==> src/design/gjd_pkg.sv <==
// ----------------------------------------------------------------------------
// gjd_pkg
// Shared types, codes and constants for the Gregorian / Julian day converter.
// ----------------------------------------------------------------------------
package gjd_pkg;

    localparam logic [1:0] MODE_DATE   = 2'd0;
    localparam logic [1:0] MODE_DAYNUM = 2'd1;
    localparam logic [1:0] MODE_UNIX   = 2'd2;

    localparam logic [21:0] JDN_UNIX_EPOCH = 22'd2440588;
    localparam logic [21:0] JDN_OFFSET     = 22'd32045;
    localparam logic [13:0] YEAR_SHIFT     = 14'd4800;
    localparam logic [11:0] YEAR_MIN       = 12'd1858;
    localparam logic [11:0] YEAR_MAX       = 12'd2558;

    // reciprocals: floor(x / d) = (x * R) >> k over the input range
    localparam logic [28:0] DAY675_RECIP = 29'd407226529;  // /675,    k = 38
    localparam logic [14:0] C100_RECIP   = 15'd20972;      // /100,    k = 21
    localparam logic [25:0] P146_RECIP   = 26'd60207212;   // /146097, k = 43
    localparam logic [22:0] SEVEN_RECIP  = 23'd4793491;    // /7,      k = 25
    localparam logic [25:0] Y1461_RECIP  = 26'd47035919;   // /1461,   k = 36
    localparam logic [11:0] M153_RECIP   = 12'd3427;       // /153,    k = 19
    localparam logic [8:0]  FIVE_RECIP   = 9'd410;         // /5,      k = 11

    localparam logic [24:0] RICH_ADD     = 25'd274277;
    localparam logic [22:0] RICH_BASE    = 23'd1363;
    localparam logic [10:0] CYCLE_4Y     = 11'd1461;
    localparam logic [7:0]  CYCLE_5M     = 8'd153;
    localparam logic [13:0] YEAR_BIAS    = 14'd4716;
    localparam logic [13:0] YB_MIN       = 14'd6574;       // 1858 + 4716
    localparam logic [13:0] YB_MAX       = 14'd7274;       // 2558 + 4716

    typedef struct packed {
        logic [21:0] jdn;
        logic        is_date;
        logic        bad;
    } jdn_item_t;

    // (153 * mm + 2) / 5 for the March-based month index
    function automatic logic [8:0] days_before(input logic [3:0] mm);
        logic [8:0] res;
        begin
            case (mm)
                4'd0:    res = 9'd0;
                4'd1:    res = 9'd31;
                4'd2:    res = 9'd61;
                4'd3:    res = 9'd92;
                4'd4:    res = 9'd122;
                4'd5:    res = 9'd153;
                4'd6:    res = 9'd184;
                4'd7:    res = 9'd214;
                4'd8:    res = 9'd245;
                4'd9:    res = 9'd275;
                4'd10:   res = 9'd306;
                4'd11:   res = 9'd337;
                4'd12:   res = 9'd367;
                default: res = 9'd0;
            endcase
            return res;
        end
    endfunction

endpackage

==> src/design/gjd_front.sv <==
// ----------------------------------------------------------------------------
// gjd_front
// Two stages forming the day number from a date, a day number or Unix seconds.
// ----------------------------------------------------------------------------
module gjd_front
    import gjd_pkg::*;
(
    input  logic        clk,
    input  logic        rst_n,
    input  logic        in_valid,
    output logic        in_ready,
    input  logic [1:0]  mode,
    input  logic [11:0] year_in,
    input  logic [3:0]  month_in,
    input  logic [4:0]  day_in,
    input  logic [21:0] day_number_in,
    input  logic [34:0] unix_seconds,
    output logic        out_valid,
    input  logic        out_ready,
    output jdn_item_t   out_item
);

    logic        a_valid_reg;
    logic [1:0]  a_mode_reg;
    logic [21:0] a_jin_reg;
    logic [18:0] a_secq_reg;
    logic [13:0] a_yy_reg;
    logic [21:0] a_p365_reg;
    logic [7:0]  a_q100_reg;
    logic [8:0]  a_dbm_reg;
    logic [4:0]  a_day_reg;
    logic        a_bad_reg;
    logic        b_valid_reg;
    jdn_item_t   b_item_reg;

    logic        a_en;
    logic        b_en;
    logic        early;
    logic [3:0]  mm;
    logic [13:0] yy_next;
    logic [56:0] sec_prod;
    logic [28:0] c100_prod;
    logic [21:0] p365_next;
    logic        leap;
    logic        bad_next;
    logic [21:0] date_jdn;
    jdn_item_t   b_item_next;

    assign b_en     = !b_valid_reg || out_ready;
    assign a_en     = !a_valid_reg || b_en;
    assign in_ready = a_en;

    // stage A
    assign early     = (month_in <= 4'd2);
    assign mm        = early ? (month_in + 4'd9) : (month_in - 4'd3);
    assign yy_next   = 14'(year_in) + YEAR_SHIFT - 14'(early);
    assign sec_prod  = {29'd0, unix_seconds[34:7]} * {28'd0, DAY675_RECIP};
    assign c100_prod = {15'd0, yy_next} * {14'd0, C100_RECIP};
    assign p365_next = 22'(yy_next) * 22'd365;

    assign leap = (year_in[1:0] == 2'd0) &&
                  !(year_in == 12'd1900 || year_in == 12'd2100 || year_in == 12'd2200 ||
                    year_in == 12'd2300 || year_in == 12'd2500);

    assign bad_next = (year_in < YEAR_MIN) || (year_in > YEAR_MAX) ||
                      (month_in == 4'd0) || (month_in > 4'd12) || (day_in == 5'd0) ||
                      (month_in == 4'd2 && day_in == 5'd29 && !leap);

    always_ff @(posedge clk or negedge rst_n)
    begin
        if (!rst_n)
        begin
            a_valid_reg <= 1'b0;
            b_valid_reg <= 1'b0;
        end
        else
        begin
            if (a_en)
            begin
                a_valid_reg <= in_valid;
            end
            if (b_en)
            begin
                b_valid_reg <= a_valid_reg;
            end
        end
    end

    always_ff @(posedge clk)
    begin
        if (a_en && in_valid)
        begin
            a_mode_reg <= mode;
            a_jin_reg  <= day_number_in;
            a_secq_reg <= sec_prod[56:38];
            a_yy_reg   <= yy_next;
            a_p365_reg <= p365_next;
            a_q100_reg <= c100_prod[28:21];
            a_dbm_reg  <= days_before(mm);
            a_day_reg  <= day_in;
            a_bad_reg  <= bad_next;
        end
        if (b_en && a_valid_reg)
        begin
            b_item_reg <= b_item_next;
        end
    end

    // stage B
    assign date_jdn = 22'(a_day_reg) + 22'(a_dbm_reg) + a_p365_reg + 22'(a_yy_reg[13:2])
                    - 22'(a_q100_reg) + 22'(a_q100_reg[7:2]) - JDN_OFFSET;

    always_comb
    begin
        b_item_next.is_date = (a_mode_reg == MODE_DATE);
        b_item_next.bad     = a_bad_reg;
        case (a_mode_reg)
            MODE_DATE: b_item_next.jdn = date_jdn;
            MODE_UNIX: b_item_next.jdn = JDN_UNIX_EPOCH + 22'(a_secq_reg);
            default:   b_item_next.jdn = a_jin_reg;
        endcase
    end

    assign out_valid = b_valid_reg;
    assign out_item  = b_item_reg;

endmodule

==> src/design/gjd_richards.sv <==
// ----------------------------------------------------------------------------
// gjd_richards
// Seven-stage day number to Gregorian date, weekday and validity.
// ----------------------------------------------------------------------------
module gjd_richards
    import gjd_pkg::*;
(
    input  logic        clk,
    input  logic        rst_n,
    input  logic        in_valid,
    output logic        in_ready,
    input  jdn_item_t   in_item,
    output logic        out_valid,
    input  logic        out_ready,
    output logic [21:0] day_number_out,
    output logic [11:0] year_out,
    output logic [3:0]  month_out,
    output logic [4:0]  day_out,
    output logic [2:0]  weekday,
    output logic        invalid
);

    localparam int NSTAGE = 7;

    typedef struct packed {
        logic [21:0] jdn;
        logic [2:0]  wd;
        logic        is_date;
        logic        bad;
    } carry_t;

    logic [NSTAGE-1:0] valid_reg;
    logic [NSTAGE-1:0] en;

    carry_t      c_cr_reg, d_cr_reg, e_cr_reg, f_cr_reg, g_cr_reg;
    logic [7:0]  c_cq_reg;
    logic [19:0] c_q7_reg;
    logic [24:0] d_e_reg;
    logic [13:0] e_q1_reg;
    logic [24:0] e_e_reg;
    logic [13:0] f_q1_reg;
    logic [10:0] f_h_reg;
    logic [13:0] g_q1_reg;
    logic [10:0] g_h_reg;
    logic [3:0]  g_qh_reg;
    logic [21:0] h_jdn_reg;
    logic [2:0]  h_wd_reg;
    logic [7:0]  h_rem_reg;
    logic [3:0]  h_month_reg;
    logic [11:0] h_year_reg;
    logic        h_bad_reg;
    logic [21:0] i_jdn_reg;
    logic [11:0] i_year_reg;
    logic [3:0]  i_month_reg;
    logic [4:0]  i_day_reg;
    logic [2:0]  i_wd_reg;
    logic        i_bad_reg;

    logic [24:0] c_x;
    logic [50:0] c_prod;
    logic [44:0] c_q7prod;
    carry_t      c_cr_next;
    logic [8:0]  d_t3;
    logic [22:0] d_f;
    logic [22:0] d_m7;
    logic [22:0] d_r7;
    carry_t      d_cr_next;
    logic [50:0] e_prod;
    logic [24:0] f_m;
    logic [24:0] f_r;
    logic [8:0]  f_g;
    logic [10:0] f_h_next;
    logic [22:0] g_prod;
    logic [11:0] h_m153;
    logic [11:0] h_rem;
    logic [3:0]  h_mp;
    logic [3:0]  h_month_next;
    logic [13:0] h_ys;
    logic [13:0] h_yd;
    logic        h_bad_next;
    logic [16:0] i_dprod;

    always_comb
    begin
        en[NSTAGE-1] = !valid_reg[NSTAGE-1] || out_ready;
        for (int i = NSTAGE - 2; i >= 0; i--)
        begin
            en[i] = !valid_reg[i] || en[i+1];
        end
    end

    assign in_ready = en[0];

    always_ff @(posedge clk or negedge rst_n)
    begin
        if (!rst_n)
        begin
            valid_reg <= '0;
        end
        else
        begin
            if (en[0])
            begin
                valid_reg[0] <= in_valid;
            end
            for (int i = 1; i < NSTAGE; i++)
            begin
                if (en[i])
                begin
                    valid_reg[i] <= valid_reg[i-1];
                end
            end
        end
    end

    // stage C: century correction quotient and weekday quotient
    assign c_x      = {1'b0, in_item.jdn, 2'b00} + RICH_ADD;
    assign c_prod   = {26'd0, c_x} * {25'd0, P146_RECIP};
    assign c_q7prod = {23'd0, in_item.jdn} * {22'd0, SEVEN_RECIP};

    always_comb
    begin
        c_cr_next.jdn     = in_item.jdn;
        c_cr_next.wd      = 3'd0;
        c_cr_next.is_date = in_item.is_date;
        c_cr_next.bad     = in_item.bad;
    end

    // stage D
    assign d_t3 = {c_cq_reg, 1'b0} + {1'b0, c_cq_reg};
    assign d_f  = 23'(c_cr_reg.jdn) + RICH_BASE + 23'(d_t3[8:2]);
    assign d_m7 = {c_q7_reg, 3'b000} - 23'(c_q7_reg);
    assign d_r7 = 23'(c_cr_reg.jdn) - d_m7;

    always_comb
    begin
        d_cr_next    = c_cr_reg;
        d_cr_next.wd = d_r7[2:0] + 3'd1;
    end

    // stage E
    assign e_prod = {26'd0, d_e_reg} * {25'd0, Y1461_RECIP};

    // stage F
    assign f_m      = {11'd0, e_q1_reg} * {14'd0, CYCLE_4Y};
    assign f_r      = e_e_reg - f_m;
    assign f_g      = f_r[10:2];
    assign f_h_next = {f_g, 2'b00} + {2'b00, f_g} + 11'd2;

    // stage G
    assign g_prod = {12'd0, f_h_reg} * {11'd0, M153_RECIP};

    // stage H
    assign h_m153       = {8'd0, g_qh_reg} * {4'd0, CYCLE_5M};
    assign h_rem        = {1'b0, g_h_reg} - h_m153;
    assign h_mp         = g_qh_reg + 4'd2;
    assign h_month_next = ((h_mp >= 4'd12) ? (h_mp - 4'd12) : h_mp) + 4'd1;
    assign h_ys         = g_q1_reg + 14'(h_month_next <= 4'd2);
    assign h_yd         = h_ys - YEAR_BIAS;
    assign h_bad_next   = g_cr_reg.is_date ? g_cr_reg.bad
                                           : ((h_ys < YB_MIN) || (h_ys > YB_MAX));

    // stage I
    assign i_dprod = {9'd0, h_rem_reg} * {8'd0, FIVE_RECIP};

    always_ff @(posedge clk)
    begin
        if (en[0] && in_valid)
        begin
            c_cr_reg <= c_cr_next;
            c_cq_reg <= c_prod[50:43];
            c_q7_reg <= c_q7prod[44:25];
        end
        if (en[1] && valid_reg[0])
        begin
            d_cr_reg <= d_cr_next;
            d_e_reg  <= {d_f, 2'b11};
        end
        if (en[2] && valid_reg[1])
        begin
            e_cr_reg <= d_cr_reg;
            e_q1_reg <= e_prod[49:36];
            e_e_reg  <= d_e_reg;
        end
        if (en[3] && valid_reg[2])
        begin
            f_cr_reg <= e_cr_reg;
            f_q1_reg <= e_q1_reg;
            f_h_reg  <= f_h_next;
        end
        if (en[4] && valid_reg[3])
        begin
            g_cr_reg <= f_cr_reg;
            g_q1_reg <= f_q1_reg;
            g_h_reg  <= f_h_reg;
            g_qh_reg <= g_prod[22:19];
        end
        if (en[5] && valid_reg[4])
        begin
            h_jdn_reg   <= g_cr_reg.jdn;
            h_wd_reg    <= g_cr_reg.wd;
            h_rem_reg   <= h_rem[7:0];
            h_month_reg <= h_month_next;
            h_year_reg  <= h_yd[11:0];
            h_bad_reg   <= h_bad_next;
        end
        if (en[6] && valid_reg[5])
        begin
            i_jdn_reg   <= h_jdn_reg;
            i_year_reg  <= h_year_reg;
            i_month_reg <= h_month_reg;
            i_day_reg   <= i_dprod[15:11] + 5'd1;
            i_wd_reg    <= h_wd_reg;
            i_bad_reg   <= h_bad_reg;
        end
    end

    assign out_valid      = valid_reg[NSTAGE-1];
    assign day_number_out = i_jdn_reg;
    assign year_out       = i_year_reg;
    assign month_out      = i_month_reg;
    assign day_out        = i_day_reg;
    assign weekday        = i_wd_reg;
    assign invalid        = i_bad_reg;

endmodule

==> src/design/gregorian_julian_day_converter.sv <==
// ----------------------------------------------------------------------------
// gregorian_julian_day_converter
// Converts dates, day numbers or Unix seconds to day number, date and weekday.
// ----------------------------------------------------------------------------
// Each beat passes through front stages A and B, then Richards stages C to I.
// Throughput: one beat per cycle while not stalled; each of the nine stages holds one item.
// A stalled output holds its beat; earlier stages keep filling any bubbles.
// Reset (rst_n low, asynchronous) clears all stage valid bits only.
module gregorian_julian_day_converter
    import gjd_pkg::*;
(
    input  logic        clk,
    input  logic        rst_n,
    input  logic        in_valid,
    output logic        in_ready,
    input  logic [1:0]  mode,
    input  logic [11:0] year_in,
    input  logic [3:0]  month_in,
    input  logic [4:0]  day_in,
    input  logic [21:0] day_number_in,
    input  logic [34:0] unix_seconds,
    output logic        out_valid,
    input  logic        out_ready,
    output logic [21:0] day_number_out,
    output logic [11:0] year_out,
    output logic [3:0]  month_out,
    output logic [4:0]  day_out,
    output logic [2:0]  weekday,
    output logic        invalid
);

    logic      mid_valid;
    logic      mid_ready;
    jdn_item_t mid_item;

    gjd_front u_front (
        .clk           (clk),
        .rst_n         (rst_n),
        .in_valid      (in_valid),
        .in_ready      (in_ready),
        .mode          (mode),
        .year_in       (year_in),
        .month_in      (month_in),
        .day_in        (day_in),
        .day_number_in (day_number_in),
        .unix_seconds  (unix_seconds),
        .out_valid     (mid_valid),
        .out_ready     (mid_ready),
        .out_item      (mid_item)
    );

    gjd_richards u_richards (
        .clk            (clk),
        .rst_n          (rst_n),
        .in_valid       (mid_valid),
        .in_ready       (mid_ready),
        .in_item        (mid_item),
        .out_valid      (out_valid),
        .out_ready      (out_ready),
        .day_number_out (day_number_out),
        .year_out       (year_out),
        .month_out      (month_out),
        .day_out        (day_out),
        .weekday        (weekday),
        .invalid        (invalid)
    );

endmodule

==> config.mk <==
export PLATFORM = sky130hd
export DESIGN_NAME = gregorian_julian_day_converter
export DESIGN_NICKNAME = d
export VERILOG_FILES = /design/src/design/gjd_pkg.sv /design/src/design/gjd_front.sv /design/src/design/gjd_richards.sv /design/src/design/gregorian_julian_day_converter.sv
export SDC_FILE = /design/constraint.sdc
export NUM_CORES = 2
export LEC_CHECK = 0
export ABC_AREA = 1
export ABC_CLOCK_PERIOD_IN_PS = 17400
export BUFFER_PORTS_ARGS = -buffer_cell sky130_fd_sc_hd__buf_4
export CAP_MARGIN = 5
export CORE_ASPECT_RATIO = 0.6
export CORE_MARGIN = 2
export CORE_UTILIZATION = 71
export DETAILED_ROUTE_END_ITERATION = 10
export PLACE_DENSITY = 0.93
export SLEW_MARGIN = 40
export SYNTH_ARGS = -nofsm -noshare
export SYNTH_HDL_FRONTEND = slang
export SYNTH_HIERARCHICAL = 1
export SYNTH_SLANG_ARGS = --single-unit
==> constraint.sdc <==
create_clock -name clk -period 17.4 [get_ports clk]
set_input_delay 2.61 -clock clk [delete_from_list [all_inputs] [get_ports clk]]
set_output_delay 2.61 -clock clk [all_outputs]
set_load 0.01 [all_outputs]
==> flow_summary.json <==
{
  "status": "finished clean",
  "fp-row-count": 90,
  "finish.net_count": 10380,
  "finalClockSkew_ns": 0.07293,
  "chipHeight_um": 249.9,
  "dp_hpwl_um": 169700,
  "cts.sinks": 470,
  "num_vias": 55130,
  "clk_pin_slew_ns": 0.07,
  "die_w_um": 413.8,
  "crit_path_end_kind": "register",
  "grtUsageTotal_pct": 39.37,
  "syn_nets": 10190,
  "ios": 133,
  "drt_wl_total_um": 200700,
  "routed_via_density": 5.854,
  "cts_tree": "yes",
  "synth-edff-count": 461,
  "synth.ff_latch_count": 470,
  "antenna_found_initial": 3,
  "worstMarginPinSlew_ns": 0.8715,
  "coreArea_mm2": 0.1002,
  "yosys_most_used_dff": "edfxtp_1",
  "crit_fanout": 8,
  "final_common_cell": "inv_1",
  "numCtsBuffers": 48,
  "cts_buffer_depth": 3,
  "fp.dieArea_mm2": 0.1034,
  "area_delta_synth_final_pct": 6.317,
  "hold_violations": 0,
  "grt_pass1_wl_um": 311200,
  "hp-class": "reg2reg",
  "drcViolationCount": 0,
  "synthArstFlopShare_pct": 1.915,
  "slowest_stage": "fa_1",
  "arrival_ns": 9.31,
  "htreeDepth": 2,
  "maxCapViolCount": 0,
  "port_buffers": 125,
  "synth-seq-area-share_pct": 19.67,
  "slew_viol_final": 0,
  "crit_type": "in2reg",
  "grt_pass1_vias": 56320,
  "critical_path_required_ns": 17.80,
  "rsz0062_at_grt": "false",
  "netlist_area_mm2": 0.07153,
  "postSynthCellCount": 7853,
  "setup_viol": 0,
  "yosys_warnings": 6,
  "synth_cell_types": 57,
  "cts_setup_buffers": 0,
  "fmax_ghz": 0.1121,
  "clock_latency_ns": 0.65,
  "fin_crit_sh_pct": 51.25,
  "start_kind": "input port",
  "wl_per_cell_um": 21.31,
  "root_buffer": "clkbuf_16",
  "postCtsHoldBufs": 0,
  "fin_setup_tns_ns": 0,
  "layout_common_cells": "inv_1, ha_1, nand2_1",
  "drive_gt1_share_pct": 4.009,
  "cpMostUsedCell": "nand2_1",
  "fin_crit_ns": 8.917,
  "first_iter_violations": 6440,
  "place_congestion": 1.056,
  "cts_resized": 0,
  "drtPass1Iterations": 8,
  "critPathMaxStageDelay_ns": 0.53,
  "avgSynthCellArea_um2": 9.108,
  "start_util_pct": 71.37,
  "overflow": 0,
  "final_antenna_net_count": 0,
  "slew_headroom_pct": 41.68,
  "grt_max_degree": 54
}
[cells in the mapped netlist (3+ instances only)]
library cell | number | area, um2
a211oi_1 | 6 | 45.04
a21boi_0 | 17 | 127.6
a21o_1 | 45 | 337.8
a21oi_1 | 295 | 1476
a22oi_1 | 3 | 22.52
a31oi_1 | 7 | 43.79
and2_1 | 4 | 25.02
clkbuf_1 | 4 | 15.01
dfrtp_1 | 9 | 225.2
edfxtp_1 | 461 | 13840
fa_1 | 904 | 18100
ha_1 | 1349 | 16880
inv_1 | 2173 | 8157
inv_2 | 11 | 41.29
nand2_1 | 1211 | 4546
nand2_2 | 20 | 125.1
nand3_1 | 264 | 1321
nand3_2 | 5 | 50.05
nand3b_1 | 13 | 97.59
nand4_1 | 94 | 588.1
nor2_1 | 383 | 1438
nor2_2 | 13 | 81.33
nor3_1 | 62 | 310.3
nor3_2 | 4 | 40.04
nor4_1 | 9 | 56.30
o211ai_1 | 13 | 97.59
o21a_1 | 4 | 30.03
o21ai_0 | 182 | 910.9
o21ai_1 | 8 | 40.04
o21bai_1 | 45 | 337.8
o22ai_1 | 3 | 18.77
o31ai_1 | 7 | 52.55
or2_2 | 16 | 100.1
xnor2_1 | 64 | 560.5
xor2_1 | 111 | 972.2
xor2_2 | 3 | 48.80
xor2_4 | 3 | 82.58
[worst paths after layout]
check	startpoint	to	slack, ns	cells after the start
hold reg to reg	u_richards/d_cr_reg[25]	u_richards/e_cr_reg[25]	0.38	0
max in group asynchronous	rst_n	u_richards/valid_reg[3]	15.48	1
hold / removal	u_richards/d_cr_reg[25]	u_richards/e_cr_reg[25]	0.38	0
min in group asynchronous	rst_n	u_richards/valid_reg[6]	1.78	1
setup reg to reg	u_front/out_item[3]	u_richards/c_cq_reg[4]	8.93	26
setup / recovery	month_in[0]	u_front/a_q100_reg[7]	8.48	36
[routing by layer]
metal / share of wire (%) / wire (um) / vias to the layer above / global-route usage (%)
met3: 13 / 26860 / 488 / 12.43
met4: 3.4 / 6891 / 0 / 11.22
met5: 0 / 0 / - / 0
met1: 42 / 83440 / 26470 / 57.09
met2: 42 / 83520 / 3239 / 56.92
li1: - / - / 24930 / -
[area by class of cell]
cell class	count	area [um2]
multi-input combinational	5191	49270
clock buffer	52	1237
tap	1334	1669
clock inverter	36	464.2
antenna	2	5.005
inverter	2186	8210
sequential	470	14070
fill	7079	24180
timing repair buffer	146	1120
[metrics by stage]
| stage | setup WS [ns] | std cells | utilization, % | hold WS, ns | instance area [um2] |
|---|---|---|---|---|---|
| detailed placement | 7.600 | 9325 | 74.13 | 0.4045 | 74290 |
| floorplan | 8.605 | 7853 | - | 0.4003 | 71530 |
| global placement | 7.584 | 9325 | 74.12 | 0.4008 | 74280 |
| CTS | 8.224 | 9413 | 75.83 | 0.3842 | 75990 |
| finish | 8.483 | 9417 | 75.88 | 0.3819 | 76040 |
| global route | 7.731 | 9416 | 75.87 | 0.3972 | 76040 |
[logic make-up (layout without fill, tap and decap cells)]
kind of cell             count (synthesis)  count (layout)  synth area share, %
flip-flops                             470             470                19.67
buffers and inverters                 2192            2420                11.51
AO/OA/AOI/OAI                          646             646                5.101
other                                    0               2                    0
adder cells (fa/ha/maj)               2253            2253                48.90
AND/OR/NAND/NOR                       2107            2107                12.37
XOR/XNOR                               185             185                2.449
[critical path, delay by kind of cell]
family | cells | cell delay (ns)
xor+xnor | 1 | 0.44
fa+ha+maj | 9 | 3.57
simple gates | 14 | 1.33
compound gates | 3 | 0.46
buf+inv | 9 | 0.88
Power is not shown: default switching activity piles up to over one toggle a cycle in this logic, so the estimate is an artifact.
